**src/hdl/mrs_pkg.sv**
```systemverilog
`timescale 1ns / 1ps
package mrs_pkg;

	localparam int VAL_W = 24;
	localparam int RES_W = 32;
	localparam int IDX_W = 3;
	localparam int Q_W   = 5;

	localparam logic [Q_W-1:0] Q_MAX_ANTI  = 5'd9;
	localparam logic [Q_W-1:0] Q_MEAN_ALL  = 5'd10;
	localparam logic [Q_W-1:0] Q_MEAN_UP   = 5'd12;
	localparam logic [Q_W-1:0] Q_SUM_LOW   = 5'd13;
	localparam logic [Q_W-1:0] Q_SUM_UP    = 5'd14;
	localparam logic [Q_W-1:0] Q_ROW_SUM   = 5'd15;
	localparam logic [Q_W-1:0] Q_COL_MEAN  = 5'd22;
	localparam logic [Q_W-1:0] Q_CLOSEST   = 5'd23;

	typedef enum logic [2:0] {
		K_MIN,
		K_MAX,
		K_SUM,
		K_MEAN,
		K_CLOSE
	} kind_t;

	typedef enum logic [2:0] {
		R_ALL,
		R_LOW,
		R_UP,
		R_DIAG,
		R_ANTI
	} region_t;

	typedef struct packed {
		logic    valid;
		kind_t   kind;
		region_t region;
		logic    per_line;
		logic    by_col;
	} ctl_t;

	function automatic ctl_t decode(input logic [Q_W-1:0] q);
		ctl_t c;
		logic [Q_W-1:0] t;
		c = '{valid: 1'b1, kind: K_SUM, region: R_ALL, per_line: 1'b0, by_col: 1'b0};
		t = q - Q_ROW_SUM;
		priority if (q <= Q_MAX_ANTI) begin
			c.kind   = q[0] ? K_MAX : K_MIN;
			c.region = region_t'(q[3:1]);
		end else if (q <= Q_MEAN_UP) begin
			c.kind   = K_MEAN;
			c.region = region_t'(3'(q - Q_MEAN_ALL));
		end else if (q == Q_SUM_LOW) begin
			c.region = R_LOW;
		end else if (q == Q_SUM_UP) begin
			c.region = R_UP;
		end else if (q <= Q_COL_MEAN) begin
			c.per_line = 1'b1;
			c.by_col   = t[0];
			unique case (t[2:1])
				2'd0: c.kind = K_SUM;
				2'd1: c.kind = K_MIN;
				2'd2: c.kind = K_MAX;
				default: c.kind = K_MEAN;
			endcase
		end else if (q == Q_CLOSEST) begin
			c.kind = K_CLOSE;
		end else begin
			c.valid = 1'b0;
		end
		return c;
	endfunction

endpackage

```
**src/hdl/mrs_ram.sv**
```systemverilog
`timescale 1ns / 1ps
module mrs_ram #(
	parameter int W = 24,
	parameter int D = 64
) (
	input  logic                 clk,
	input  logic                 we,
	input  logic [$clog2(D)-1:0] waddr,
	input  logic [W-1:0]         wdata,
	input  logic                 re,
	input  logic [$clog2(D)-1:0] raddr,
	output logic [W-1:0]         rdata_q
);
	logic [W-1:0] mem_q [D];

	always_ff @(posedge clk) begin
		if (we)
			mem_q[waddr] <= wdata;
		if (re)
			rdata_q <= mem_q[raddr];
	end
endmodule

```
**src/hdl/mrs_div.sv**
```systemverilog
`timescale 1ns / 1ps
module mrs_div #(
	parameter int DW   = 31,
	parameter int SIZE = 8
) (
	input  logic          clk,
	input  logic          arst_n,
	input  logic          start,
	input  logic [DW-1:0] dividend,
	input  logic          by_line,
	input  logic          whole,
	output logic          done,
	output logic [DW-1:0] quotient
);
	// dividend is a magnitude below 2**(DW-1); the quotient is exact floor
	localparam int CELLS = SIZE * SIZE;
	localparam int TRI   = SIZE * (SIZE + 1) / 2;
	localparam int NW    = DW - 1;
	localparam int MW    = DW + 1;
	localparam int PW    = NW + MW;
	localparam int K_LN  = NW + $clog2(SIZE);
	localparam int K_AL  = NW + $clog2(CELLS);
	localparam int K_TR  = NW + $clog2(TRI);
	localparam int SHW   = $clog2(K_AL + 1);
	localparam logic [63:0] M_LN = ((64'd1 << K_LN) + 64'(SIZE - 1)) / 64'(SIZE);
	localparam logic [63:0] M_AL = ((64'd1 << K_AL) + 64'(CELLS - 1)) / 64'(CELLS);
	localparam logic [63:0] M_TR = ((64'd1 << K_TR) + 64'(TRI - 1)) / 64'(TRI);

	logic [NW-1:0]  num_q;
	logic [MW-1:0]  rcp_q;
	logic [SHW-1:0] sh_q;
	logic [DW-1:0]  quo_q;
	logic           busy_q;
	logic           done_q;
	logic [PW-1:0]  prod;

	assign prod     = PW'(num_q) * PW'(rcp_q);
	assign done     = done_q;
	assign quotient = quo_q;

	always_ff @(posedge clk or negedge arst_n) begin
		if (!arst_n) begin
			busy_q <= 1'b0;
			done_q <= 1'b0;
		end else begin
			done_q <= busy_q;
			busy_q <= start;
			if (start) begin
				num_q <= dividend[NW-1:0];
				priority if (by_line) begin
					rcp_q <= M_LN[MW-1:0];
					sh_q  <= SHW'(K_LN);
				end else if (whole) begin
					rcp_q <= M_AL[MW-1:0];
					sh_q  <= SHW'(K_AL);
				end else begin
					rcp_q <= M_TR[MW-1:0];
					sh_q  <= SHW'(K_TR);
				end
			end
			if (busy_q)
				quo_q <= DW'(prod >> sh_q);
		end
	end

	assert property (@(posedge clk) disable iff (!arst_n) start |=> busy_q)
		else $error("divider did not start");
	assert property (@(posedge clk) disable iff (!arst_n) busy_q |-> !start)
		else $error("divider restarted while busy");
	assert property (@(posedge clk) disable iff (!arst_n) done_q |-> $past(busy_q))
		else $error("divider done without a running division");
endmodule

```
**src/hdl/matrix_region_statistics.sv**
```systemverilog
`timescale 1ns / 1ps
// Holds a SIZE x SIZE matrix of signed Q16.8 values in one single-port-read RAM. A write item
// (mode 0) is ignored when row or col is not below SIZE. A query item (mode 1) walks the RAM
// at one element per cycle: a whole-matrix or region reduction walks all SIZE*SIZE elements,
// a per-line query SIZE elements per line, closest-to-mean two full walks, and every mean
// adds a reciprocal multiplication. The single RAM read port sets this pace. A new item is
// taken only once the previous query has handed its last result to the output register;
// unknown query codes give no result.
module matrix_region_statistics #(
	parameter int SIZE = 8
) (
	input  logic                              clk,
	input  logic                              arst_n,
	input  logic                              in_valid,
	output logic                              in_stall,
	input  logic                              mode,
	input  logic [mrs_pkg::IDX_W-1:0]         row,
	input  logic [mrs_pkg::IDX_W-1:0]         col,
	input  logic signed [mrs_pkg::VAL_W-1:0]  value,
	input  logic [mrs_pkg::Q_W-1:0]           query,
	output logic                              out_valid,
	input  logic                              out_stall,
	output logic signed [mrs_pkg::RES_W-1:0]  result,
	output logic [mrs_pkg::IDX_W-1:0]         line,
	output logic                              last
);
	import mrs_pkg::*;

	localparam int CELLS = SIZE * SIZE;
	localparam int AW    = $clog2(CELLS);
	localparam int IW    = $clog2(SIZE);
	localparam int SW    = VAL_W + 1 + $clog2(CELLS);
	localparam int DW2   = SW + 2;

	typedef enum logic [2:0] {S_IDLE, S_SCAN, S_FIN, S_DIV, S_EMIT} state_t;

	state_t                   state_q;
	ctl_t                     ctl_q;
	logic [IW-1:0]            a_q, b_q;
	logic [IW-1:0]            r_s1, c_s1;
	logic                     rd_v_s1, end_s1;
	logic                     pass_q, have_q;
	logic signed [SW-1:0]     acc_q, total_q;
	logic signed [VAL_W-1:0]  best_q;
	logic [DW2-1:0]           best_d_q;
	logic [IW:0]              line_cnt_q;
	logic signed [SW-1:0]     res_q;
	logic                     out_valid_q, last_q;
	logic signed [RES_W-1:0]  result_q;
	logic [IDX_W-1:0]         line_q;

	logic                     in_acc, wen, issue, grp_end, member, better, load, emit_last;
	logic [AW-1:0]            waddr, raddr;
	logic [IW-1:0]            r_rd, c_rd;
	logic signed [VAL_W-1:0]  elem;
	logic signed [DW2-1:0]    d_raw;
	logic [DW2-1:0]           d_abs;
	logic                     div_start, div_done, neg;
	logic [SW-1:0]            div_quo, mag;
	ctl_t                     ctl_in;

	assign in_stall  = (state_q != S_IDLE);
	assign in_acc    = in_valid && !in_stall;
	assign wen       = in_acc && !mode && (int'(row) < SIZE) && (int'(col) < SIZE);
	assign waddr     = AW'(row) * AW'(SIZE) + AW'(col);
	assign r_rd      = ctl_q.by_col ? b_q : a_q;
	assign c_rd      = ctl_q.by_col ? a_q : b_q;
	assign raddr     = AW'(r_rd) * AW'(SIZE) + AW'(c_rd);
	assign grp_end   = (b_q == IW'(SIZE - 1)) && (ctl_q.per_line || a_q == IW'(SIZE - 1));
	assign issue     = (state_q == S_SCAN) && !(rd_v_s1 && end_s1);
	assign ctl_in    = decode(query);

	mrs_ram #(.W(VAL_W), .D(CELLS)) u_ram (
		.clk(clk), .we(wen), .waddr(waddr), .wdata(value),
		.re(issue), .raddr(raddr), .rdata_q(elem)
	);

	always_comb begin
		unique case (ctl_q.region)
			R_LOW:   member = (c_s1 <= r_s1);
			R_UP:    member = (c_s1 >= r_s1);
			R_DIAG:  member = (c_s1 == r_s1);
			R_ANTI:  member = (c_s1 == IW'(SIZE - 1) - r_s1);
			default: member = 1'b1;
		endcase
	end

	assign better = !have_q || ((ctl_q.kind == K_MAX) ? (elem > best_q) : (elem < best_q));
	assign d_raw  = DW2'(elem) * DW2'(CELLS) - DW2'(total_q);
	assign d_abs  = d_raw[DW2-1] ? DW2'(-d_raw) : DW2'(d_raw);

	assign neg       = acc_q[SW-1];
	assign mag       = neg ? SW'(-acc_q) : SW'(acc_q);
	assign div_start = (state_q == S_FIN) && (ctl_q.kind == K_MEAN);

	mrs_div #(.DW(SW), .SIZE(SIZE)) u_div (
		.clk(clk), .arst_n(arst_n), .start(div_start), .dividend(mag),
		.by_line(ctl_q.per_line), .whole(ctl_q.region == R_ALL),
		.done(div_done), .quotient(div_quo)
	);

	assign load      = (state_q == S_EMIT) && (!out_valid_q || !out_stall);
	assign emit_last = !ctl_q.per_line || (line_cnt_q == (IW + 1)'(SIZE - 1));

	always_ff @(posedge clk or negedge arst_n) begin
		if (!arst_n) begin
			state_q     <= S_IDLE;
			rd_v_s1     <= 1'b0;
			out_valid_q <= 1'b0;
			ctl_q       <= '0;
			a_q         <= '0;
			b_q         <= '0;
			pass_q      <= 1'b0;
			have_q      <= 1'b0;
			line_cnt_q  <= '0;
		end else begin
			rd_v_s1 <= issue;
			if (issue) begin
				r_s1   <= r_rd;
				c_s1   <= c_rd;
				end_s1 <= grp_end;
				if (b_q == IW'(SIZE - 1)) begin
					b_q <= '0;
					a_q <= (a_q == IW'(SIZE - 1)) ? '0 : a_q + 1'b1;
				end else begin
					b_q <= b_q + 1'b1;
				end
			end
			if (rd_v_s1 && member) begin
				if (ctl_q.kind == K_MIN || ctl_q.kind == K_MAX) begin
					if (better) begin
						best_q <= elem;
						have_q <= 1'b1;
					end
				end else if (ctl_q.kind == K_CLOSE && pass_q) begin
					if (!have_q || d_abs < best_d_q) begin
						best_q   <= elem;
						best_d_q <= d_abs;
						have_q   <= 1'b1;
					end
				end else begin
					acc_q <= acc_q + SW'(elem);
				end
			end
			if (load)
				out_valid_q <= 1'b1;
			else if (!out_stall)
				out_valid_q <= 1'b0;

			unique case (state_q)
				S_IDLE: begin
					if (in_acc && mode) begin
						ctl_q      <= ctl_in;
						a_q        <= '0;
						b_q        <= '0;
						pass_q     <= 1'b0;
						have_q     <= 1'b0;
						acc_q      <= '0;
						line_cnt_q <= '0;
						if (ctl_in.valid)
							state_q <= S_SCAN;
					end
				end
				S_SCAN: begin
					if (rd_v_s1 && end_s1)
						state_q <= S_FIN;
				end
				S_FIN: begin
					if (ctl_q.kind == K_CLOSE && !pass_q) begin
						total_q <= acc_q;
						pass_q  <= 1'b1;
						have_q  <= 1'b0;
						state_q <= S_SCAN;
					end else if (ctl_q.kind == K_MEAN) begin
						state_q <= S_DIV;
					end else begin
						res_q   <= (ctl_q.kind == K_SUM) ? acc_q : SW'(best_q);
						state_q <= S_EMIT;
					end
				end
				S_DIV: begin
					if (div_done) begin
						res_q   <= neg ? SW'(-$signed(div_quo)) : $signed(div_quo);
						state_q <= S_EMIT;
					end
				end
				S_EMIT: begin
					if (load) begin
						result_q    <= RES_W'(res_q);
						line_q      <= ctl_q.per_line ? IDX_W'(line_cnt_q) : '0;
						last_q      <= emit_last;
						line_cnt_q  <= line_cnt_q + 1'b1;
						acc_q       <= '0;
						have_q      <= 1'b0;
						state_q     <= emit_last ? S_IDLE : S_SCAN;
					end
				end
				default: state_q <= S_IDLE;
			endcase
		end
	end

	assign out_valid = out_valid_q;
	assign result    = result_q;
	assign line      = line_q;
	assign last      = last_q;

	assert property (@(posedge clk) disable iff (!arst_n) rd_v_s1 |-> $past(state_q == S_SCAN))
		else $error("RAM read outside a scan");
	assert property (@(posedge clk) disable iff (!arst_n) wen |-> state_q == S_IDLE && !rd_v_s1)
		else $error("RAM write during a query");
	assert property (@(posedge clk) disable iff (!arst_n) div_done |-> state_q == S_DIV)
		else $error("division finished outside its wait");
	assert property (@(posedge clk) disable iff (!arst_n) load && emit_last |=> state_q == S_IDLE)
		else $error("query did not end after its last result");
endmodule

```
**config.mk**
```make
export PLATFORM = sky130hd
export DESIGN_NAME = matrix_region_statistics
export DESIGN_NICKNAME = d
export VERILOG_FILES = /design/src/hdl/mrs_pkg.sv /design/src/hdl/mrs_ram.sv /design/src/hdl/mrs_div.sv /design/src/hdl/matrix_region_statistics.sv
export SDC_FILE = /design/constraint.sdc
export NUM_CORES = 2
export LEC_CHECK = 0
export BUFFER_PORTS_ARGS = -buffer_cell sky130_fd_sc_hd__buf_2
export CAP_MARGIN = 15
export CORE_MARGIN = 1
export CORE_UTILIZATION = 55
export CTS_CLUSTER_SIZE = 8
export DETAILED_ROUTE_END_ITERATION = 10
export GPL_TIMING_DRIVEN = 0
export HOLD_SLACK_MARGIN = 0.03
export PLACE_DENSITY_LB_ADDON = 0.25
export SKIP_LAST_GASP = 1
export SLEW_MARGIN = 30
export SYNTH_ARGS = -nofsm -noshare
export SYNTH_HDL_FRONTEND = slang
export SYNTH_SLANG_ARGS = --single-unit
```
**constraint.sdc**
```tcl
create_clock -name clk -period 11.5 [get_ports clk]
set_clock_uncertainty 0.15 [all_clocks]
set_input_delay 0.575 -clock clk [delete_from_list [all_inputs] [get_ports clk]]
set_output_delay 0.575 -clock clk [all_outputs]
set_load 0.005 [all_outputs]
```
==> summary by stage <==
Critical path
The capture point of the worst path is u_div.quotient[11]$_DFFE_PP_. The worst flop-to-flop path startpoint is u_div.rcp_q[28]$_SDFFCE_PP0P_. Of all nets on the critical path, the largest fanout is 10. The worst endpoint required time is 11.95 ns. The signal arrival time at the worst endpoint is 10.44 ns. In this run the critical register-to-register path is captured at u_div.quotient[11]$_DFFE_PP_. Setup slack on the worst reg-to-reg path comes out at 1.52 ns. The path type of the worst setup path is flop to flop. The largest single stage delay on the critical path is 0.60 ns. Tracing the worst setup path back leads to its startpoint at u_div.rcp_q[28]$_SDFFCE_PP0P_. The critical path startpoint category is a flop. Among the stages of the critical path, the cell type that occurs most often is sky130_fd_sc_hd__fa_1.

The number of cells on the worst reg-to-reg path is 27. The worst setup path is captured at a flop. The slowest stage of the critical path belongs to the cell sky130_fd_sc_hd__fa_1.

Pwr
The combinational power share is 49.3%. The share of total power dissipated in sequential elements is 27.3%. Across the VDD grid, the largest voltage drop is 0.000263 V. The internal portion of the total power is 17100 µW. For this design the total switching power over the nets is 13300 µW. The switching fraction of total power is 43.8%. Of the total power, the clock network draws 23.4%. Dividing total power by cell area gives a power density of 287 nW/µm².

For this design the static power due to leakage is 0.0398 µW.

Synth
The synthesized-area fraction occupied by adder cells is 11.8%. The portion of synthesized area spent on multiplexers is 0.639%. After Yosys synthesis, XOR and XNOR cells account for 1.62% of the synthesized area. The main flop type after synthesis is sky130_fd_sc_hd__edfxtp_1. The post-synthesis cell area is 92200 µm². Of all flip-flops after synthesis, the portion carrying an async set or reset was 1.47%.

After synthesis, the netlist uses 94 different library cells. The number of enable flip-flop cells after synthesis is 1815. The simple-gate share of the synthesized area is 14.0%. The mean instance size in the synthesized netlist is 12.0 µm².

The synthesized-area fraction occupied by ao, oa, aoi and oai cells is 8.28%. The largest family of logic cells by synthesized area is simple AND/OR/NAND/NOR gates. Yosys printed 0 warnings.

The sequential-to-total area share from yosys stat is 59.9%. Synthesis produced 7705 cells. The number of storage elements in the synthesis netlist is 1842.

Placed design
The HPWL after detailed placement is 199 mm. The placer congestion estimate is 0.995. Buffers placed on the I/O ports in this run total 74.

Timing
The setup TNS is 0 ns. The final-report hold violation count is 0. In this run the tightest slew margin relative to its limit is 22.9%. The hold slack is 0.0868 ns. The measured slew at the worst slew-check pin is 1.15 ns. The number of pins exceeding their max-slew limit in the final report is 0. Setup repair after global routing left no endpoint under its margin.

Based on the critical path, the design can be clocked at up to 0.100 GHz. The worst path in the final design needs a cycle of 9.98 ns, including I/O delays and setup. The count of final setup violators is 0.

The final critical-path share of the clock period is 86.8%.

Floorplanning
Row generation in the floorplan step produced 149 rows. The die covers 169000 µm². The vertical die dimension is 411 µm.

The die outline width is 411 µm. The initial cell density of the core is 55.6%. The total I/O pin count is 78. The area of the core is 166000 µm².

Layout
The area growth from synthesis to layout is 14.8%. The most common cell after layout, fill and taps aside is sky130_fd_sc_hd__edfxtp_1. Of the cells placed in the final design, the portion with a size suffix greater than 1 is 7.67%.

After the last flow step, the layout net total stands at 8929. Measured on the finished design, the core utilization comes to 63.9%. Leaving out fill and tap cells, the most frequent cells in the layout are sky130_fd_sc_hd__edfxtp_1, sky130_fd_sc_hd__nand2_1, sky130_fd_sc_hd__inv_1.

GRT
Entering global routing, the biggest net connects 65 pins. The number of global-route vias before repair came to 64083. After global routing the overflow that remains totals 0. The initial antenna violation count is 12. The first global-routing pass estimated 409 mm of wire.

The global router's overall resource usage is 32.9%.

Clock network
The clock net in this run drives a total of 1842 sinks. The clock transition at the registers of the reported paths is 0.05 ns. The root buffer cell chosen for the clock tree is sky130_fd_sc_hd__clkbuf_16. The clock reaches the later pin of the worst-skew pair after 0.94 ns. The H-tree was split into 5 levels. In this run the post-CTS setup repair buffer count came out at 0. Counting along the longest clock path gives a buffer depth of 4. The TritonCTS clock tree is built. Counting the buffers created by CTS gives 281.

Detailed routing
In the routed design, unresolved DRC markers number 0. The vias after detailed routing is 65469. The first routing iteration left 8081 violations.

Using the TritonRoute via totals, the vias-per-cell ratio works out to 6.29. The first detailed-routing pass ran for 9 iterations. The count of nets left with antenna violations once routing finished came out at 0. The mean routed wirelength per cell is 26.8 µm. The routed wire length is 279 mm.

Job
The tool flagged a number of max-cap violations equal to 0.

Status
The run finished with clean final reports.

Hold path
The class of the tightest hold or removal check is input port to flop.
==> worst min path at each step <==
stage          depth (start not counted)                   end                start  slack [ns]
2_1_floorplan                          0      a_q[0]$_DFF_PN0_               arst_n        0.13
3_3_place_gp                           0  result[24]$_DFFE_PP_  res_q[24]$_DFFE_PP_        0.26
3_5_place_dp                           0   result[9]$_DFFE_PP_   res_q[9]$_DFFE_PP_        0.25
4_1_cts                                3  ctl_q[4]$_DFFE_PN0P_             in_valid        0.05
5_1_grt                                3  ctl_q[4]$_DFFE_PN0P_             in_valid        0.08
6_report                               3  ctl_q[4]$_DFFE_PN0P_             in_valid        0.09
==> metal layers <==
metal,part of all wire (%),GRT usage [%],vias to the layer above
met5,0.038,0,-
met4,6.4,19.0,14
met3,9.6,6.77,789
met2,46,51.4,3765
met1,38,42.7,32128
li1,-,-,28773
==> layout make-up <==
class / instances / area [µm²]
Fill cell: 12089 / 59900
Timing Repair Buffer: 189 / 2900
Multi-Input combinational cell: 4925 / 34100
Tap cell: 2189 / 2740
Inverter: 528 / 1980
Clock inverter: 9 / 90.1
Buffer: 411 / 1580
Sequential cell: 1842 / 55200
Clock buffer: 312 / 7290
Antenna cell: 3 / 7.51
==> cells by family (layout without fill, tap and decap cells) <==
family                   count (synthesis)  after routing
XOR/XNOR                               168            168
multiplexers                            57             57
buffers and inverters                  939           1449
AO/OA/AOI/OAI                         1073           1073
adder cells (fa/ha/maj)                711            711
flip-flops                            1842           1842
AND/OR/NAND/NOR                       2914           2914
other                                    1              5
==> sequential cells by signal, indices dropped and copies added, names as in the netlist, 2 cells and up <==
| register | count |
|---|---|
| a_q | 3 |
| acc_q | 31 |
| b_q | 3 |
| best_d_q | 33 |
| best_q | 24 |
| c_s1 | 3 |
| ctl_q | 8 |
| line | 3 |
| line_cnt_q | 4 |
| r_s1 | 3 |
| res_q | 31 |
| result | 31 |
| state_q | 3 |
| total_q | 31 |
| u_div.num_q | 30 |
| u_div.quotient | 30 |
| u_div.sh_q | 2 |
| u_ram.mem_q | 1536 |
| u_ram.rdata_q | 24 |
==> power by group through the flow <==
stage	Clock, µW	Combinational [µW]	Sequential [µW]
after CTS	7130	14500	8270
final	7110	14900	8280
after global placement	0	14000	8390
after detailed placement	0	14400	8400
after global routing	7400	16000	8280
after floorplan	0	9030	8180
==> cells in the mapped netlist, drive strengths merged (6+ instances only) <==
cell type | n | area share, %
nor4 | 15 | 0.13
a21oi | 249 | 1.4
o41ai | 16 | 0.16
nor3b | 11 | 0.090
o21bai | 12 | 0.098
nand4 | 28 | 0.19
edfxtp | 1815 | 59
a22oi | 9 | 0.073
a211o | 6 | 0.057
nor2 | 239 | 0.97
a211oi | 20 | 0.16
o31a | 6 | 0.057
clkbuf | 372 | 1.5
or4 | 16 | 0.14
nand3b | 7 | 0.061
inv | 527 | 2.1
a311oi | 364 | 3.5
o211ai | 16 | 0.14
or2 | 15 | 0.10
xor2 | 54 | 0.51
and2 | 42 | 0.29
buf | 39 | 0.18
dfrtp | 27 | 0.73
or3 | 21 | 0.15
o31ai | 24 | 0.23
nand2b | 24 | 0.17
a31oi | 48 | 0.33
o221ai | 11 | 0.10
a21o | 67 | 0.55
o2111ai | 7 | 0.067
o22ai | 13 | 0.088
nand3 | 429 | 2.3
and3 | 210 | 1.4
nor2b | 23 | 0.16
o21ai | 149 | 0.81
nand2 | 1692 | 6.9
mux2i | 51 | 0.55
ha | 450 | 6.1
nor3 | 121 | 0.67
xnor2 | 114 | 1.1
fa | 261 | 5.7
o21a | 12 | 0.098
==> per-stage QoR <==
| stage | cell area (µm²) | std cells | power, µW | worst slack [ns] |
|---|---|---|---|---|
| 2_1_floorplan | 92200 | 7706 | 17200 | 3.36 |
| 3_3_place_gp | 95300 | 9969 | 22400 | 1.63 |
| 3_5_place_dp | 98200 | 10059 | 22800 | 1.66 |
| 4_1_cts | 106000 | 10405 | 29900 | 1.59 |
| 5_1_grt | 106000 | 10405 | 31700 | 1.13 |
| 6_report | 106000 | 10408 | 30300 | 1.52 |
==> critical path, delay by kind of cell (launching register included) <==
kind | cells | cell delay [ns]
buffers and inverters | 7 | 1.70
multiplexers | 1 | 0.14
AND/OR/NAND/NOR | 4 | 1.23
flip-flops | 1 | 0.32
AO/OA/AOI/OAI | 6 | 1.69
adder cells (fa/ha/maj) | 9 | 4.43
==> timing repair <==
item | 4_1_cts | 5_1_grt
setup endpoints to repair | 0 | 0
gates resized for setup | 0 | 0
hold endpoints to repair | 384 | 0
hold buffers | 25 | 0
Power figures use the tool's default switching activity.
